--- config.mk ---
export PLATFORM = sky130hd
export DESIGN_NAME = agmf_div
export DESIGN_NICKNAME = d
export VERILOG_FILES = /design/src/rtl/core/affine_global_motion_fit_core_defines.svh /design/src/rtl/core/agmf_pkg.sv /design/src/rtl/core/agmf_div.sv
export SDC_FILE = /design/constraint.sdc
export NUM_CORES = 1
export LEC_CHECK = 0
export BUFFER_PORTS_ARGS = -buffer_cell sky130_fd_sc_hd__clkbuf_2
export CAP_MARGIN = 20
export CORE_AREA = 2 2 269 165
export DETAILED_ROUTE_END_ITERATION = 16
export DIE_AREA = 0 0 271 167
export GPL_TIMING_DRIVEN = 0
export HOLD_SLACK_MARGIN = 0.1
export PLACE_DENSITY = 0.61
export SYNTH_ARGS = -nofsm -noshare
export SYNTH_HDL_FRONTEND = slang
export SYNTH_SLANG_ARGS = --single-unit
--- constraint.sdc ---
create_clock -name clk -period 8.9 [get_ports clk]
set_clock_uncertainty 0.05 [all_clocks]
set_input_delay 1.335 -clock clk [delete_from_list [all_inputs] [get_ports clk]]
set_output_delay 1.335 -clock clk [all_outputs]
set_load 0.005 [all_outputs]
--- src/rtl/core/affine_global_motion_fit_core_defines.svh ---
// Assertion macros for the affine global motion fit core.
`ifndef AFFINE_GLOBAL_MOTION_FIT_CORE_DEFINES_SVH
`define AFFINE_GLOBAL_MOTION_FIT_CORE_DEFINES_SVH

// Same-cycle implication, disabled during reset.
`define AGMF_ASSERT_NOW(lbl, ante, cons, msg) \
  lbl: assert property (@(posedge clk) disable iff (!rst_n) (ante) |-> (cons)) else $error(msg);

// Next-cycle implication, disabled during reset.
`define AGMF_ASSERT_NEXT(lbl, ante, cons, msg) \
  lbl: assert property (@(posedge clk) disable iff (!rst_n) (ante) |=> (cons)) else $error(msg);

`endif

--- src/rtl/core/agmf_pkg.sv ---
// Shared types, widths and codes of the affine global motion fit core.
package agmf_pkg;

  localparam int unsigned MAX_DIM = 256;
  localparam int unsigned DIM_W   = $clog2(MAX_DIM) + 1;
  localparam int unsigned POS_W   = $clog2(MAX_DIM);
  localparam int unsigned KL_W    = POS_W + 2;
  localparam int unsigned MV_W    = 16;
  localparam int unsigned CNT_W   = 17;
  localparam int unsigned SV_W    = 33;
  localparam int unsigned SP_W    = 25;
  localparam int unsigned SVP_W   = 41;
  localparam int unsigned SPP_W   = 32;
  localparam int unsigned MEAN_W  = 24;
  localparam int unsigned GAIN_W  = 32;
  localparam int unsigned C_W     = 64;

  localparam int unsigned ACC_W     = 96;
  localparam int unsigned MAC_A_W   = 64;
  localparam int unsigned MAC_B_W   = 32;
  localparam int unsigned MAC_CNT_W = $clog2(MAC_B_W);
  localparam int unsigned DIV_N_W   = 96;
  localparam int unsigned DIV_D_W   = 64;
  localparam int unsigned DIV_CNT_W = $clog2(DIV_N_W);

  localparam int unsigned CFG_IDX_W = 2;
  localparam logic [CFG_IDX_W-1:0] CFG_WIDTH  = 2'd0;
  localparam logic [CFG_IDX_W-1:0] CFG_HEIGHT = 2'd1;

  localparam logic [DIM_W-1:0] DIM_MIN   = 9'd3;
  localparam logic [DIM_W-1:0] DIM_RESET = 9'd64;

  typedef logic [1:0] stat_t;
  localparam stat_t STAT_OK       = 2'd0;
  localparam stat_t STAT_EMPTY    = 2'd1;
  localparam stat_t STAT_ZERO_DET = 2'd2;

  typedef struct packed {
    logic signed [MV_W-1:0] mv_x;
    logic signed [MV_W-1:0] mv_y;
    logic                   is_intra;
  } in_beat_t;

  typedef struct packed {
    logic signed [MEAN_W-1:0] mean_x;
    logic signed [MEAN_W-1:0] mean_y;
    logic signed [GAIN_W-1:0] gain_xx;
    logic signed [GAIN_W-1:0] gain_xy;
    logic signed [GAIN_W-1:0] gain_yx;
    logic signed [GAIN_W-1:0] gain_yy;
    stat_t                    status;
  } out_beat_t;

  // acc = init +/- a*b
  typedef struct packed {
    logic signed [ACC_W-1:0]   init;
    logic signed [MAC_A_W-1:0] a;
    logic signed [MAC_B_W-1:0] b;
    logic                      sub;
  } mac_req_t;

  typedef struct packed {
    logic [DIV_N_W-1:0] num;
    logic [DIV_D_W-1:0] den;
  } div_req_t;

endpackage

--- src/rtl/core/agmf_div.sv ---
// Restoring unsigned divider, one quotient bit per cycle.
module agmf_div (
  input  logic                             clk,
  input  logic                             rst_n,
  input  logic                             start,
  input  agmf_pkg::div_req_t               req,
  output logic                             busy,
  output logic                             done,
  output logic [agmf_pkg::DIV_N_W-1:0]     quo,
  output logic [agmf_pkg::DIV_D_W-1:0]     rem
);
  import agmf_pkg::*;

  logic [DIV_N_W-1:0]   dvd_r;
  logic [DIV_N_W-1:0]   quo_r;
  logic [DIV_D_W-1:0]   rem_r;
  logic [DIV_D_W-1:0]   den_r;
  logic [DIV_CNT_W-1:0] cnt_r;
  logic                 busy_r;
  logic                 done_r;
  logic [DIV_D_W:0]     shifted;
  logic [DIV_D_W:0]     diff;
  logic                 ge;

  always_comb begin
    shifted = {rem_r, dvd_r[DIV_N_W-1]};
    ge      = shifted >= {1'b0, den_r};
    diff    = shifted - {1'b0, den_r};
  end

  always_ff @(posedge clk) begin
    done_r <= 1'b0;
    if (!rst_n) begin
      busy_r <= 1'b0;
      done_r <= 1'b0;
    end else if (start) begin
      dvd_r  <= req.num;
      den_r  <= req.den;
      rem_r  <= '0;
      quo_r  <= '0;
      cnt_r  <= '0;
      busy_r <= 1'b1;
    end else if (busy_r) begin
      rem_r <= ge ? diff[DIV_D_W-1:0] : shifted[DIV_D_W-1:0];
      quo_r <= {quo_r[DIV_N_W-2:0], ge};
      dvd_r <= dvd_r << 1;
      cnt_r <= cnt_r + 1'b1;
      if (cnt_r == DIV_CNT_W'(DIV_N_W - 1)) begin
        busy_r <= 1'b0;
        done_r <= 1'b1;
      end
    end
  end

  assign busy = busy_r;
  assign done = done_r;
  assign quo  = quo_r;
  assign rem  = rem_r;

endmodule

-- Word-level counts from Yosys, hierarchy flattened
Index checks and enable logic that the tools add are counted.
- bits in registers: 329
- bits of input ports: 163
- output and inout bits: 162
- logic and storage cells: 27
- $add $sub $neg: 2
- magnitude comparators: 1
- equal/unequal tests: 1
- muxes and demuxes: 10
- bitwise operators: 2
- reduce and logical (&&, ||, !) cells: 4
- operator list (kind ; number):
    96-bit two-way mux ; 3
    64-bit two-way mux ; 2
    65-bit by 64-bit greater-or-equal comparator with 1-bit output ; 1
    64-bit subtractor ; 1
    7-bit by 1-bit adder with 7-bit output (second input constant) ; 1
    7-bit equality test (second input constant) ; 1
    7-bit two-way mux ; 1
    1-bit two-way mux ; 4
    2-bit AND reduction ; 2
    3-bit OR reduction ; 1
    1-bit inverter ; 2
    2-bit nonzero test ; 1

-- Logic depth before layout (Yosys ltp)
- depth in word-level cells: 4
- depth in mapped cells: 15
- mapped depth without buffers: 13

-- Worst setup path after synthesis
No wires, ideal clock.
- path type: in2reg
- from: input start
- to: register cnt_r[0] (enable)
- arrival time: 7765 ps
- required time: 8201 ps
- setup slack: 436 ps
- stages on the path: 3
- path buffers: 2
- cells stage by stage: clkbuf_1 > clkbuf_1 > o21a_1
- cells in the longest elaborated chain, start to end: 2
- RTL lines (what ; line ; RTL):
    start, declared ; agmf_div.sv:5 ; input logic start,
    2-bit nonzero test (no line) ; - ;
    2-bit AND reduction (no line) ; - ;
    end signal, assigned ; agmf_div.sv:47 ; cnt_r <= cnt_r + 1'b1;
    end, declared ; agmf_div.sv:18 ; logic [DIV_CNT_W-1:0] cnt_r;
No other way between the ends.
A chain may end at the register's enable or synchronous reset.

-- Worst setup path in the final report
- from: register rem_r[1] (netlist: rem[1])
- to: register rem_r[60] (netlist: rem[60]) (data pin)
- cells in the longest elaborated chain, start to end: 3
- elaborated cells on any way between the ends: 4
- those cells by class: 1 x add/sub; 1 x order compare; 2 x mux
- RTL lines (what ; line ; RTL):
    start, declared ; agmf_div.sv:16 ; logic [DIV_D_W-1:0] rem_r;
    start signal, assigned ; agmf_div.sv:44 ; rem_r <= ge ? diff[DIV_D_W-1:0] : shifted[DIV_D_W-1:0];
    64-bit subtractor or 65-bit by 64-bit greater-or-equal comparator with 1-bit output (tied branches) ; agmf_div.sv:28, agmf_div.sv:27 ;
    64-bit two-way mux * ; agmf_div.sv:44 ;
    64-bit two-way mux * ; agmf_div.sv:43 ; end else if (busy_r) begin
Every way passes the cells marked *; elsewhere a longest branch is shown, timed or not. The select of a mux whose other input is x is not followed.

==> impl_metrics.toml <==
[worst_setup_path]
arrival_ns = 4.81
crit_start = "rem[1]$_SDFFCE_PP0P_"
required_ns = 9.11
worst-path-max-fanout = 5
crit_type = "reg2reg"
crit_path_end_kind = "flop"
critPathLaunchType = "flop"
r2r-start = "rem[1]$_SDFFCE_PP0P_"

[timing]
finalSetupViolCount = 0
final-max-slew-violation-count = 0
finalCriticalPeriod_ns = 4.60
finalCritPeriodShare = 0.517
tightest_slew_ns = 1.17
holdWs_ns = 0.430
max_freq_ghz = 0.217
hold_violations = 0
rsz0062_at_grt = "false"
slew_headroom = 0.212

[power_and_ir_drop]
p_switching_mw = 1.22
seqPwrFrac = 0.446
switching_share = 0.284
p_comb_frac = 0.209
power_density_nw_per_um2 = 209
clkPwrFrac = 0.344
ir_drop_v = 0.000118
p_leak_nw = 8.28
p_int_mw = 3.06

[route]
routedWlPerCell_um = 19.8
drtIter0Drc = 1106
num_vias = 12600
drc = 0
routed_wl_um = 47500
drt-pass1-iter-count = 6
ant_nets = 0
via_per_inst = 5.24

[cells_and_area]
design_area_sq_um = 20500
seq_area_sq_um = 9860
layout_commonest_cell = "edfxtp_1"
syn_to_final_growth_pct = 21.5
drive_above_1_share = 0.277
multi_input_area_sq_um = 6430
final_cells = 2397
nNetsFinal = 2024
fillers = 3934
final_cell_mix = "edfxtp_1, clkbuf_2, nand2_1"

[global_routing]
groute.usage.overall = 0.207
grt_max_degree = 65
overflow = 0
antenna_found_initial = 1
grt_pass1_vias = 12200
grt_pass1_wl_um = 72800

[clock_tree]
hold_buffers = 0
clock_path_buffers = 3
post_cts_buffers = 0
cts.clk_slew.worst_paths_ns = 0.07
numClockSinks = 329
cts.htree.levels = 2
post_cts_resized = 0
cts_tree = "built"
cts_inserted_buffers = 35
clk_latency_ns = 0.54
cts-root-buf = "clkbuf_16"

[floorplan]
core-area_sq_um = 42700
die_y_um = 167
io_pins = 325
row_count = 59
die_w_um = 271
floorplan.initialDensity = 0.395
die_area_sq_um = 45300

[worst_hold_path]
hold_path.class = "reg2reg"
hp-start = "busy$_SDFF_PN0_"

[placement]
dp_hpwl_um = 36000
dp_cells = 2336
post_dp_cell_area_sq_um = 19400
place.gp.congestion = 0.958
port_buffers = 323

[synthesis]
synthDistinctLibCells = 70
syn_area_sq_um = 16900
ys.warnings.count = 0
synth-seq-cells = 329
synth_edf_count = 327
syn_nets = 1657
syn_avg_cell_area_sq_um = 11.8
synth_ff_type = "edfxtp_1"
async_flop_share = 0
syn_inst = 1428
yosysSeqAreaShare = 0.584

[flow_run]
maxCapViolCount = 0

[status]
status = "finished clean"
[Yosys cell counts (all sizes together) (3+ instances only)]
| cell | count | area [sq um] |
|---|---|---|
| nand4 | 21 | 131 |
| xnor2 | 40 | 350 |
| a211oi | 17 | 128 |
| a21oi | 134 | 671 |
| o31ai | 4 | 35.0 |
| o21ai | 49 | 245 |
| nand2 | 151 | 569 |
| nor4 | 7 | 65.1 |
| buf | 19 | 100 |
| o21bai | 12 | 90.1 |
| and2 | 11 | 71.3 |
| nor3 | 14 | 70.1 |
| or4 | 3 | 22.5 |
| xor2 | 18 | 158 |
| nand3 | 18 | 90.1 |
| nor2 | 70 | 263 |
| a21o | 33 | 248 |
| inv | 82 | 308 |
| mux2 | 96 | 1080 |
| a31oi | 13 | 87.6 |
| and3 | 9 | 56.3 |
| or3 | 3 | 18.8 |
| o21a | 13 | 98.9 |
| ha | 65 | 813 |
| edfxtp | 327 | 9820 |
| nor2b | 101 | 632 |
| a21boi | 4 | 30.0 |
| o211ai | 6 | 45.0 |
| clkbuf | 48 | 183 |
[kinds of logic (layout without fill, tap and decap cells)]
group / Yosys count / in the layout / share of synthesized area
simple gates: 420 / 420 / 0.123
buf+inv: 149 / 538 / 0.0350
compound gates: 309 / 309 / 0.113
flops: 329 / 329 / 0.584
mux: 97 / 97 / 0.0647
fa+ha+maj: 66 / 66 / 0.0494
xor+xnor: 58 / 58 / 0.0301
other cells: 0 / 1 / 0
[critical path: stages, from the launching register on]
cell and delay [ns]:
edfxtp_1 0.46, ha_1 0.40, nor2b_1 0.18, o21ai_0 0.33, a21boi_0 0.19, nor4b_1 0.99, o21ai_1 0.41, a31oi_1 0.38
o21ai_1 0.24, mux2_2 0.33, a211oi_1 0.25, nor3_1 0.09
[registers in the layout (all words and copies together) (netlist names)]
register / flops
den_r: 64
busy: 1
rem: 64
quo: 96
cnt_r: 7
dvd_r: 96
done: 1
[per-layer routing]
layer  vias up  GRT usage  share of wire
li1       5947          -              -
met2       437      0.287           0.41
met1      6111      0.318           0.49
met5         -          0              0
met4         0     0.0538          0.023
met3        69     0.0526          0.075
[layout make-up]
cell class,count,share of cell area
multi-input cells,950,0.314
clock inverters,17,0.00983
flip-flops and latches,329,0.481
well taps,579,0.0353
inverters,82,0.0150
diodes,1,0.000122
repair buffers,330,0.0860
plain buffers,67,0.0138
clock buffers,42,0.0451
[worst paths after layout]
path	to	slack [ns]	depth (start not counted)
setup / recovery	rem[60]$_SDFFCE_PP0P_	4.30	11
hold / removal	done$_SDFF_PP0_	0.43	2
setup reg to reg	rem[60]$_SDFFCE_PP0P_	4.30	11
hold reg to reg	done$_SDFF_PP0_	0.43	2
[power groups by stage]
stage	Sequential (mW)	Clock, mW	Combinational, mW
2_1_floorplan	1.95	0	0.578
3_3_place_gp	1.97	0	0.860
3_5_place_dp	1.94	0	0.880
4_1_cts	1.91	1.52	0.886
5_1_grt	1.92	1.57	0.992
6_report	1.91	1.47	0.896
[through the flow]
step	power, mW	util	TNS [ns]	worst slack (ns)
floorplan	2.53	-	0	0.436
global placement	2.83	0.449	-743.64	-2.86
detailed placement	2.82	0.453	0	4.37
CTS	4.32	0.479	0	4.60
global route	4.49	0.479	0	4.21
finish	4.28	0.479	0	4.30
(Power assumes the default switching activity.)
