`src/rtl/core/affine_global_motion_fit_core_defines.svh`:
```
// Assertion macros for the affine global motion fit core.
`ifndef AFFINE_GLOBAL_MOTION_FIT_CORE_DEFINES_SVH
`define AFFINE_GLOBAL_MOTION_FIT_CORE_DEFINES_SVH

// Same-cycle implication, disabled during reset.
`define AGMF_ASSERT_NOW(lbl, ante, cons, msg) \
  lbl: assert property (@(posedge clk) disable iff (!rst_n) (ante) |-> (cons)) else $error(msg);

// Next-cycle implication, disabled during reset.
`define AGMF_ASSERT_NEXT(lbl, ante, cons, msg) \
  lbl: assert property (@(posedge clk) disable iff (!rst_n) (ante) |=> (cons)) else $error(msg);

`endif

```
`src/rtl/core/agmf_pkg.sv`:
```
// Shared types, widths and codes of the affine global motion fit core.
package agmf_pkg;

  localparam int unsigned MAX_DIM = 256;
  localparam int unsigned DIM_W   = $clog2(MAX_DIM) + 1;
  localparam int unsigned POS_W   = $clog2(MAX_DIM);
  localparam int unsigned KL_W    = POS_W + 2;
  localparam int unsigned MV_W    = 16;
  localparam int unsigned CNT_W   = 17;
  localparam int unsigned SV_W    = 33;
  localparam int unsigned SP_W    = 25;
  localparam int unsigned SVP_W   = 41;
  localparam int unsigned SPP_W   = 32;
  localparam int unsigned MEAN_W  = 24;
  localparam int unsigned GAIN_W  = 32;
  localparam int unsigned C_W     = 64;

  localparam int unsigned ACC_W     = 96;
  localparam int unsigned MAC_A_W   = 64;
  localparam int unsigned MAC_B_W   = 32;
  localparam int unsigned MAC_CNT_W = $clog2(MAC_B_W);
  localparam int unsigned DIV_N_W   = 96;
  localparam int unsigned DIV_D_W   = 64;
  localparam int unsigned DIV_CNT_W = $clog2(DIV_N_W);

  localparam int unsigned CFG_IDX_W = 2;
  localparam logic [CFG_IDX_W-1:0] CFG_WIDTH  = 2'd0;
  localparam logic [CFG_IDX_W-1:0] CFG_HEIGHT = 2'd1;

  localparam logic [DIM_W-1:0] DIM_MIN   = 9'd3;
  localparam logic [DIM_W-1:0] DIM_RESET = 9'd64;

  typedef logic [1:0] stat_t;
  localparam stat_t STAT_OK       = 2'd0;
  localparam stat_t STAT_EMPTY    = 2'd1;
  localparam stat_t STAT_ZERO_DET = 2'd2;

  typedef struct packed {
    logic signed [MV_W-1:0] mv_x;
    logic signed [MV_W-1:0] mv_y;
    logic                   is_intra;
  } in_beat_t;

  typedef struct packed {
    logic signed [MEAN_W-1:0] mean_x;
    logic signed [MEAN_W-1:0] mean_y;
    logic signed [GAIN_W-1:0] gain_xx;
    logic signed [GAIN_W-1:0] gain_xy;
    logic signed [GAIN_W-1:0] gain_yx;
    logic signed [GAIN_W-1:0] gain_yy;
    stat_t                    status;
  } out_beat_t;

  // acc = init +/- a*b
  typedef struct packed {
    logic signed [ACC_W-1:0]   init;
    logic signed [MAC_A_W-1:0] a;
    logic signed [MAC_B_W-1:0] b;
    logic                      sub;
  } mac_req_t;

  typedef struct packed {
    logic [DIV_N_W-1:0] num;
    logic [DIV_D_W-1:0] den;
  } div_req_t;

endpackage

```
`src/rtl/core/agmf_mac.sv`:
```
// Shift-add multiply-accumulate unit, one multiplier bit per cycle.
module agmf_mac (
  input  logic                               clk,
  input  logic                               rst_n,
  input  logic                               start,
  input  agmf_pkg::mac_req_t                 req,
  output logic                               busy,
  output logic                               done,
  output logic signed [agmf_pkg::ACC_W-1:0]  acc
);
  import agmf_pkg::*;

  logic signed [ACC_W-1:0]   acc_r;
  logic [ACC_W-1:0]          mcand_r;
  logic [MAC_B_W-1:0]        mplr_r;
  logic                      neg_r;
  logic [MAC_CNT_W-1:0]      cnt_r;
  logic                      busy_r;
  logic                      done_r;
  logic [MAC_A_W-1:0]        a_mag;
  logic [MAC_B_W-1:0]        b_mag;
  logic [ACC_W-1:0]          addend;

  always_comb begin
    a_mag  = req.a[MAC_A_W-1] ? MAC_A_W'(-req.a) : MAC_A_W'(req.a);
    b_mag  = req.b[MAC_B_W-1] ? MAC_B_W'(-req.b) : MAC_B_W'(req.b);
    addend = neg_r ? -mcand_r : mcand_r;
  end

  always_ff @(posedge clk) begin
    done_r <= 1'b0;
    if (!rst_n) begin
      busy_r <= 1'b0;
      done_r <= 1'b0;
    end else if (start) begin
      acc_r   <= req.init;
      mcand_r <= ACC_W'(a_mag);
      mplr_r  <= b_mag;
      neg_r   <= req.a[MAC_A_W-1] ^ req.b[MAC_B_W-1] ^ req.sub;
      cnt_r   <= '0;
      busy_r  <= 1'b1;
    end else if (busy_r) begin
      if (mplr_r[0]) begin
        acc_r <= acc_r + $signed(addend);
      end
      mcand_r <= mcand_r << 1;
      mplr_r  <= mplr_r >> 1;
      cnt_r   <= cnt_r + 1'b1;
      if (cnt_r == MAC_CNT_W'(MAC_B_W - 1)) begin
        busy_r <= 1'b0;
        done_r <= 1'b1;
      end
    end
  end

  assign busy = busy_r;
  assign done = done_r;
  assign acc  = acc_r;

endmodule

```
`config.mk`:
```
export PLATFORM = sky130hd
export DESIGN_NAME = agmf_mac
export DESIGN_NICKNAME = d
export VERILOG_FILES = /design/src/rtl/core/affine_global_motion_fit_core_defines.svh /design/src/rtl/core/agmf_pkg.sv /design/src/rtl/core/agmf_mac.sv
export SDC_FILE = /design/constraint.sdc
export NUM_CORES = 1
export LEC_CHECK = 0
export BUFFER_PORTS_ARGS = -buffer_cell sky130_fd_sc_hd__buf_4
export CORE_MARGIN = 5
export CORE_UTILIZATION = 45
export CTS_CLUSTER_DIAMETER = 60
export CTS_CLUSTER_SIZE = 14
export DETAILED_ROUTE_END_ITERATION = 8
export PLACE_DENSITY = 0.68
export SYNTH_ARGS = -nofsm -noshare
export SYNTH_HDL_FRONTEND = slang
export SYNTH_SLANG_ARGS = --single-unit
```
`constraint.sdc`:
```
create_clock -name clk -period 8.1 [get_ports clk]
set_input_delay 1.62 -clock clk [delete_from_list [all_inputs] [get_ports clk]]
set_output_delay 1.62 -clock clk [all_outputs]
set_load 0.02 [all_outputs]
```
# ---- Word level (Yosys, flattened, before mapping)
# Cells that the tools add are included.
dict set report word_totals {
  output_inout_bits 98
  wordCells 39
  ff_bits 232
  inputBits 196
}
dict set report op_classes {
  mux 15
  n_eq_ne 1
  addsub 5
  n_reduce_logical 6
  bitwise 4
}
# operator n
set op_table {}
lappend op_table {{2-to-1 mux 96 bit} 5}
lappend op_table {{2-to-1 mux 64 bit} 2}
lappend op_table {{adder 96 bit} 1}
lappend op_table {{2-to-1 mux 32 bit} 3}
lappend op_table {{negation 96 bit} 1}
lappend op_table {{negation 64 bit} 1}
lappend op_table {{negation 32 bit} 1}
lappend op_table {{adder 5 x 1 -> 5 bit (second input constant)} 1}
lappend op_table {{equality test 5 bit (second input constant)} 1}
lappend op_table {{2-to-1 mux 5 bit} 1}
lappend op_table {{2-to-1 mux 1 bit} 4}
lappend op_table {{AND reduction 2 bit} 2}
lappend op_table {{nonzero test 2 bit} 2}
lappend op_table {{AND reduction 3 bit} 1}
lappend op_table {{OR reduction 3 bit} 1}
lappend op_table {{inverter 1 bit} 2}
lappend op_table {{bitwise XOR 1 bit} 2}

# ---- Depth between registers and ports, before layout
# Gate-level depths: netlist of the first run.
dict set report depth {
  word_depth 6
  depth_mapped 23
  ltp_nobuf 22
}

# ---- Worst setup path after synthesis of the first run
# No wires, ideal clock.
dict set report synth_path {
  kind {in2reg}
  from {in start}
  to {reg acc_r[0] (netlist: acc[0]) (enable)}
  t_required_ps 7537
  n_path_buf 3
  setup_ps 563
  setup_slack_ps 782
  arrival_ps 6756
  path_stages 5
  cell_sequence {clkbuf_1 clkbuf_1 clkbuf_1 a21oi_1 nor2b_1}
}
dict set report synth_between {
  elab_chain_cells 2
  word_cells_on_any_way 3
  cone_classes {reduce/logical (3)}
}
# element line
set synth_rtl {}
lappend synth_rtl {{start, declared} agmf_mac.sv:5} ;# input logic start,
lappend synth_rtl {{nonzero test 2 bit (no line)} n/a}
lappend synth_rtl {{AND reduction 3 bit (no line) (*)} n/a}
lappend synth_rtl {{end signal, assigned} agmf_mac.sv:36} ;# acc_r <= req.init;
lappend synth_rtl {{end signal, assigned} agmf_mac.sv:44} ;# acc_r <= acc_r + $signed(addend);
lappend synth_rtl {{end, declared} agmf_mac.sv:13} ;# logic signed [ACC_W-1:0] acc_r;
# Every way passes the cells marked *; elsewhere a longest branch is shown, timed or not.
# A chain may end at the register's enable or synchronous reset.

# ---- Worst setup path in the final report of the first run
dict set report layout_path {
  from {reg mcand_r[20]}
  to {reg acc_r[93] (netlist: acc[93]), data pin}
}
dict set report layout_between {
  elab_chain_cells 6
}
# element line
set layout_rtl {}
lappend layout_rtl {{start, declared} agmf_mac.sv:14} ;# logic [ACC_W-1:0] mcand_r;
lappend layout_rtl {{start signal, assigned} agmf_mac.sv:37} ;# mcand_r <= ACC_W'(a_mag);
lappend layout_rtl {{start signal, assigned} agmf_mac.sv:46} ;# mcand_r <= mcand_r << 1;
lappend layout_rtl {{negation 96 bit} agmf_mac.sv:27} ;# addend = neg_r ? -mcand_r : mcand_r;
lappend layout_rtl {{2-to-1 mux 96 bit (*)} agmf_mac.sv:27}
lappend layout_rtl {{adder 96 bit (*)} agmf_mac.sv:44}
lappend layout_rtl {{2-to-1 mux 96 bit (*)} agmf_mac.sv:43} ;# if (mplr_r[0]) begin
lappend layout_rtl {{2-to-1 mux 96 bit (*)} agmf_mac.sv:42} ;# end else if (busy_r) begin
lappend layout_rtl {{2-to-1 mux 96 bit (*)} agmf_mac.sv:35} ;# end else if (start) begin
# Every way passes the cells marked *; elsewhere a longest branch is shown, timed or not. The select of a mux whose other input is x is not followed.

==> Implementation_results.wiki, run 1 <==
{| class="wikitable"
! Metric !! Value
|-
| Run status || finished clean
|-
| Vertical die dimension || 217 um
|-
| Routability-driven placement congestion ratio || 1.05
|-
| Synthesized Nets || 2,516
|-
| Clock tree from TritonCTS || done
|-
| Crit. Startpoint || mcand_r[20]
|-
| Final hold viol count || 0
|-
| Start point of the worst hold path || busy
|-
| Worst max-slew margin expressed relative to the limit || 20.7%
|-
| Number of cells produced by synthesis || 2,194
|-
| Transition time of the tightest slew-check pin || 1190 ps
|-
| Clock root buffer || clkbuf_16
|-
| Total Die Area || 47,100 um^2
|-
| Post-synthesis sequential area ratio || 36.0%
|-
| Slowest library cell on the worst path || nor4_2
|-
| Worst hold path type || reg2reg
|-
| Count of port buffers added during placement || 293
|-
| Num ports || 294
|-
| Tightest hold margin || 556 ps
|-
| Number of unique standard cell types used by synthesis || 70
|-
| Warnings from Yosys || 0
|-
| Length of the first detailed-routing pass in iterations || 6
|-
| Number of antenna violations at the first check in global routing || 9
|-
| Vias in the first global route || 17,320
|-
| #FFs+latches synth || 232
|-
| Leakage power figure || 8.79 nW
|-
| Max-cap viol count || 0
|-
| Fin Clk Skew || 16.0 ps
|-
| Number of max-slew violations in the final report || 0
|-
| CP required || 8390 ps
|-
| Clock-pin slew on the worst setup and hold paths || 60 ps
|-
| Global-route usage over all layers || 25.7%
|-
| Iteration-0 DRC Markers || 1,744
|-
| Ys async rst share || 0%
|-
| Setup violations, final || 0
|-
| Count of fill cells added during filler insertion || 3,902
|-
| Relative area change from synthesis to final layout || 18.9%
|-
| Post-detailed-route count of antenna-violating nets || 0
|-
| Final-stage net count || 2,752
|-
| CTS Buffer Depth || 3
|-
| Overall via count from detail_route || 17,886
|-
| Total CTS buffers || 29
|-
| Die W || 217 um
|-
| Wire length of the first global-routing pass || 97,600 um
|-
| Average cell area after synthesis || 8.79 um^2
|-
| Number of sinks handled by clock tree synthesis || 232
|-
| Slowest cell delay on critical path || 630 ps
|-
| Worst setup EP type || flop
|-
| Reg-to-reg startpoint || mcand_r[20]
|-
| Worst path cell trace || or4_1 > or4_4 > or3_4 > nor2_1 > nand3_1 > o31ai_1 > xnor2_1 > ha_1 > nand4_1 > nor4_2 > nand4_1 > a211oi_2 > o31ai_1 > buf_4 > o21ai_0 > a21oi_1 > o41ai_1 > xnor2_1 > o21ai_0
|-
| EDFF count, synth || 230
|-
| Average routed wire per standard cell || 21.2 um
|-
| Number of vias per cell || 5.97
|-
| Proportion of layout cells with a drive suffix above 1 || 16.4%
|-
| Period utilisation layout || 94.5%
|-
| Maximum number of pins on one net before global-route repair || 122
|-
| Area of the core region || 42,100 um^2
|-
| Period minus WS final || 7650 ps
|-
| Detail Placement HPWL || 50,300 um
|-
| Max H-tree Level || 1
|-
| Pwr per Cell Area || 219 nW/um^2
|-
| Maximum resistive drop on vdd || 159 uV
|-
| Most used flip-flop cell after synthesis || edfxtp_1
|-
| Number of remaining DRC errors || 0
|-
| Worst Setup Start Kind || flop
|-
| Total of hold buffers inserted after clock tree synthesis || 0
|-
| Data arrival time at the worst-slack endpoint || 7940 ps
|-
| Final TNS setup || 0 ps
|-
| Number of rows created at floorplan || 75
|-
| Top library cells by usage in the layout, fill and taps aside || 305 x buf_4, 235 x nand2_1, 230 x edfxtp_1
|-
| Most common cell after layout, fill and taps aside || buf_4
|-
| Total of cells resized after clock tree synthesis || 0
|-
| Post-Synthesis Cell Area || 19,300 um^2
|-
| RSZ-0062 raised after global routing || no
|-
| Post-CTS Setup Bufs || 0
|-
| Insertion delay of the later-clocked pin in the worst-skew pair || 580 ps
|-
| Grt ovf || 0
|-
| Starting utilization of the core area || 45.8%
|-
| Worst-path maximum fanout || 7
|-
| Category of the most critical setup path || reg2reg
|-
| Highest Clock Rate || 0.131 GHz
|-
| Total Wirelength || 63,600 um
|}
per-stage QoR:
step                      cell area (um^2)  power (mW)  setup slack, ps  util, %  cells
after global routing                 22900        5.31              219     54.4   2995
after global placement               21900        3.62              335     52.0   2938
after floorplan                      19300        2.97              782        -   2194
after CTS                            22900        5.03              234     54.4   2992
final                                22900        5.03              449     54.4   2995
after detailed placement             21900        3.63              262     52.0   2938
worst max-delay path: cells and delay by family (launching register included):
kind	cells	cell delay (ps)
compound gates	7	2420
xor+xnor	2	330
fa+ha+maj	1	420
buf+inv	1	200
flops	1	440
simple gates	8	3550
final timing paths:
check,to,slack (ps),cells after the start
max,acc[93],450,19
min,done,560,1
max reg2reg,acc[93],450,19
min reg2reg,done,560,1
cell usage after synthesis, drive strengths merged, types with 5 or more instances:
| cell type | n | share of area [%] |
|---|---|---|
| nand2 | 237 | 4.7 |
| edfxtp | 230 | 36 |
| a21oi | 224 | 5.8 |
| o21ai | 214 | 5.6 |
| nor2 | 186 | 3.7 |
| xnor2 | 146 | 6.6 |
| xor2 | 126 | 5.7 |
| ha | 125 | 8.1 |
| clkbuf | 99 | 1.9 |
| o31ai | 63 | 2.5 |
| nand4 | 50 | 1.6 |
| a21o | 48 | 1.9 |
| nor2b | 45 | 1.5 |
| inv | 37 | 0.72 |
| o41ai | 36 | 1.7 |
| nor3 | 34 | 0.91 |
| nand3 | 29 | 0.75 |
| or4 | 28 | 1.2 |
| o21bai | 24 | 0.93 |
| or3 | 22 | 0.75 |
| o21a | 19 | 0.74 |
| nor4 | 17 | 0.55 |
| or2 | 14 | 0.45 |
| a211oi | 13 | 0.51 |
| a31oi | 12 | 0.39 |
| a21boi | 11 | 0.43 |
| nand2b | 10 | 0.32 |
| o211ai | 10 | 0.39 |
| and3 | 9 | 0.29 |
| mux2 | 9 | 0.53 |
| and2 | 6 | 0.19 |
| nor3b | 6 | 0.23 |
| o221ai | 5 | 0.23 |
state kept, by name, indices dropped and copies added, names as in the netlist:
signal   count
busy         1
acc         96
neg_r        1
cnt_r        5
mcand_r     96
mplr_r      32
done         1
cell families (layout without fill, tap and decap cells):
| group | after synthesis | after routing | share of synthesized area [%] |
|---|---|---|---|
| muxes | 13 | 13 | 0.733 |
| other | 0 | 3 | 0 |
| and+or+nand+nor | 706 | 706 | 17.7 |
| AOI/OAI and AO/OA | 706 | 706 | 22.3 |
| adders and majority gates | 126 | 126 | 8.21 |
| xor gates and xnor gates | 272 | 272 | 12.4 |
| DFF | 232 | 232 | 36.0 |
| buffers and inverters | 139 | 398 | 2.71 |
power breakdown:
part           internal, mW  switching, mW
clock network         0.799          0.571
registers              1.49          0.104
logic                 0.795           1.27
per-layer routing:
| metal | wire (um) | GRT usage [%] | up-vias |
|---|---|---|---|
| met5 | 75 | 0 | - |
| met4 | 1580 | 6.51 | 10 |
| li1 | - | - | 8620 |
| met3 | 5230 | 5.85 | 103 |
| met1 | 28200 | 36.0 | 8485 |
| met2 | 28400 | 40.6 | 668 |
layout make-up:
class / count / area, um^2 / share of cell area (%)
Sequential cell: 232 / 6950 / 30.3
Tap cell: 539 / 674 / 2.94
Multi-Input combinational cell: 1823 / 11800 / 51.7
Timing Repair Buffer: 306 / 2300 / 10.1
Clock buffer: 32 / 737 / 3.21
Clock inverter: 22 / 270 / 1.18
Antenna cell: 3 / 7.51 / 0.0327
Inverter: 38 / 143 / 0.622
(Power assumes the default switching activity.)
==> inputs of run 2 (changes only) <==
--- a/config.mk
+++ b/config.mk
@@ -11,7 +11,7 @@
 export CTS_CLUSTER_DIAMETER = 60
 export CTS_CLUSTER_SIZE = 14
 export DETAILED_ROUTE_END_ITERATION = 8
-export PLACE_DENSITY = 0.68
+export PLACE_DENSITY = 0.63
 export SYNTH_ARGS = -nofsm -noshare
 export SYNTH_HDL_FRONTEND = slang
 export SYNTH_SLANG_ARGS = --single-unit
==> Implementation_results.wiki, run 2 (synthesized netlist as in run 1, its figures left out) <==
{| class="wikitable"
! Metric !! Value
|-
| RSZ-0062 raised after global routing || no
|-
| Summed area of non-filler cells in the final layout || 23,000 um^2
|-
| Most common cell after layout, fill and taps aside || buf_4
|-
| Average routed wire per standard cell || 21.9 um
|-
| Pwr per Cell Area || 222 nW/um^2
|-
| Fin Clk Skew || 19.7 ps
|-
| Period minus WS final || 7860 ps
|-
| Final standard cell utilization of the core || 54.6%
|-
| Number of antenna violations at the first check in global routing || 6
|-
| Number of vias per cell || 5.91
|-
| Total Die Area || 47,100 um^2
|-
| Proportion of layout cells with a drive suffix above 1 || 16.6%
|-
| Max H-tree Level || 1
|-
| Length of the first detailed-routing pass in iterations || 5
|-
| Final-stage net count || 2,753
|-
| Depth of the worst register-to-register path || 19
|-
| Wire length of the first global-routing pass || 100,000 um
|-
| CP required || 8400 ps
|-
| Relative area change from synthesis to final layout || 19.2%
|-
| Total CTS buffers || 30
|-
| Data arrival time at the worst-slack endpoint || 8150 ps
|-
| Die W || 217 um
|-
| Run status || finished clean
|-
| Starting utilization of the core area || 45.8%
|-
| Overall via count from detail_route || 17,721
|-
| Clock tree from TritonCTS || done
|-
| Worst hold path type || reg2reg
|-
| Iteration-0 DRC Markers || 1,596
|-
| Detail Placement HPWL || 52,200 um
|-
| Top library cells by usage in the layout, fill and taps aside || 305 x buf_4, 235 x nand2_1, 230 x edfxtp_1
|-
| Worst setup EP type || flop
|-
| Num ports || 294
|-
| Insertion delay of the later-clocked pin in the worst-skew pair || 600 ps
|-
| Cell depth of the worst hold path || 1
|-
| Highest Clock Rate || 0.127 GHz
|-
| Vias in the first global route || 17,113
|-
| Total of hold buffers inserted after clock tree synthesis || 0
|-
| Number of remaining DRC errors || 0
|-
| Post-detailed-route count of antenna-violating nets || 0
|-
| Worst Setup Start Kind || flop
|-
| Worst-path maximum fanout || 7
|-
| Setup violations, final || 0
|-
| Tightest hold margin || 551 ps
|-
| Total placed instance area || 21,900 um^2
|-
| Routability-driven placement congestion ratio || 0.965
|-
| Maximum resistive drop on vdd || 166 uV
|-
| Max-cap viol count || 0
|-
| Final hold viol count || 0
|-
| Leakage power figure || 8.83 nW
|-
| Number of rows created at floorplan || 75
|-
| Period utilisation layout || 97.0%
|-
| CTS Buffer Depth || 3
|-
| Grt ovf || 0
|-
| Clock root buffer || clkbuf_16
|-
| Total Wirelength || 65,800 um
|-
| Transition time of the tightest slew-check pin || 1220 ps
|-
| Area of the core region || 42,100 um^2
|-
| Maximum number of pins on one net before global-route repair || 122
|-
| Category of the most critical setup path || reg2reg
|-
| Final TNS setup || 0 ps
|-
| Number of sinks handled by clock tree synthesis || 232
|-
| Vertical die dimension || 217 um
|-
| Number of max-slew violations in the final report || 0
|-
| Clock-pin slew on the worst setup and hold paths || 70 ps
|-
| Worst max-slew margin expressed relative to the limit || 18.4%
|-
| Overall power consumption || 5.10 mW
|-
| Global-route usage over all layers || 26.7%
|-
| Count of port buffers added during placement || 293
|}
run 2: area by class of cell:
type	count	area, um^2
Clock inverter	23	292
Sequential cell	232	6950
Antenna cell	3	7.51
Inverter	38	143
Fill cell	3891	19100
Clock buffer	33	783
Timing Repair Buffer	306	2300
Multi-Input combinational cell	1823	11800
Tap cell	539	674
run 2: metal layers:
metal  track usage, %  vias up  wire length [um]  part of all wire [%]
li1                 -     8639                 -                     -
met1             36.8     8414             29000                    44
met2             43.4      564             30300                    46
met3             5.28       96              4430                   6.7
met4             6.93        8              1920                   2.9
met5                0        -                60                 0.091
run 2: critical path, stage by stage, from the launching register on:
cell      delay (ps)
edfxtp_1         430
or4_1            610
or4_4            450
or3_4            360
nor2_1           340
nand3_1          320
o31ai_1          350
xnor2_1          130
ha_1             470
nand4_1          240
nor4_2           690
nand4_1          520
a211oi_2         670
o31ai_1          160
buf_4            200
o21ai_0          460
a21oi_1          340
o41ai_1          520
xnor2_1          170
o21ai_0          100
run 2: metrics by stage:
step | setup slack (ps) | std cells
after floorplan | 782 | 2194
after global placement | -76.8 | 2938
after detailed placement | -132 | 2938
after CTS | 129 | 2994
after global routing | 122 | 2995
final | 243 | 2997
run 2: path summary, 6_finish.rpt:
| kind | start | to | slack, ps |
|---|---|---|---|
| hold / removal | mplr_r[1] | mplr_r[0] | 550 |
| setup reg to reg | mcand_r[20] | acc[93] | 240 |
| hold reg to reg | mplr_r[1] | mplr_r[0] | 550 |
| setup / recovery | mcand_r[20] | acc[93] | 240 |
run 2: timing repair:
| item | CTS | global route |
|---|---|---|
| gates cloned | 0 | 0 |
| resized for setup | 1 | 1 |
| buffers inserted | 0 | 0 |
| endpoints found under the setup margin | 1 | 2 |
run 2: power breakdown:
part	leakage [nW]	switching [mW]	internal [mW]
registers	2.21	0.107	1.49
clock network	0.522	0.614	0.846
logic	6.11	1.24	0.797
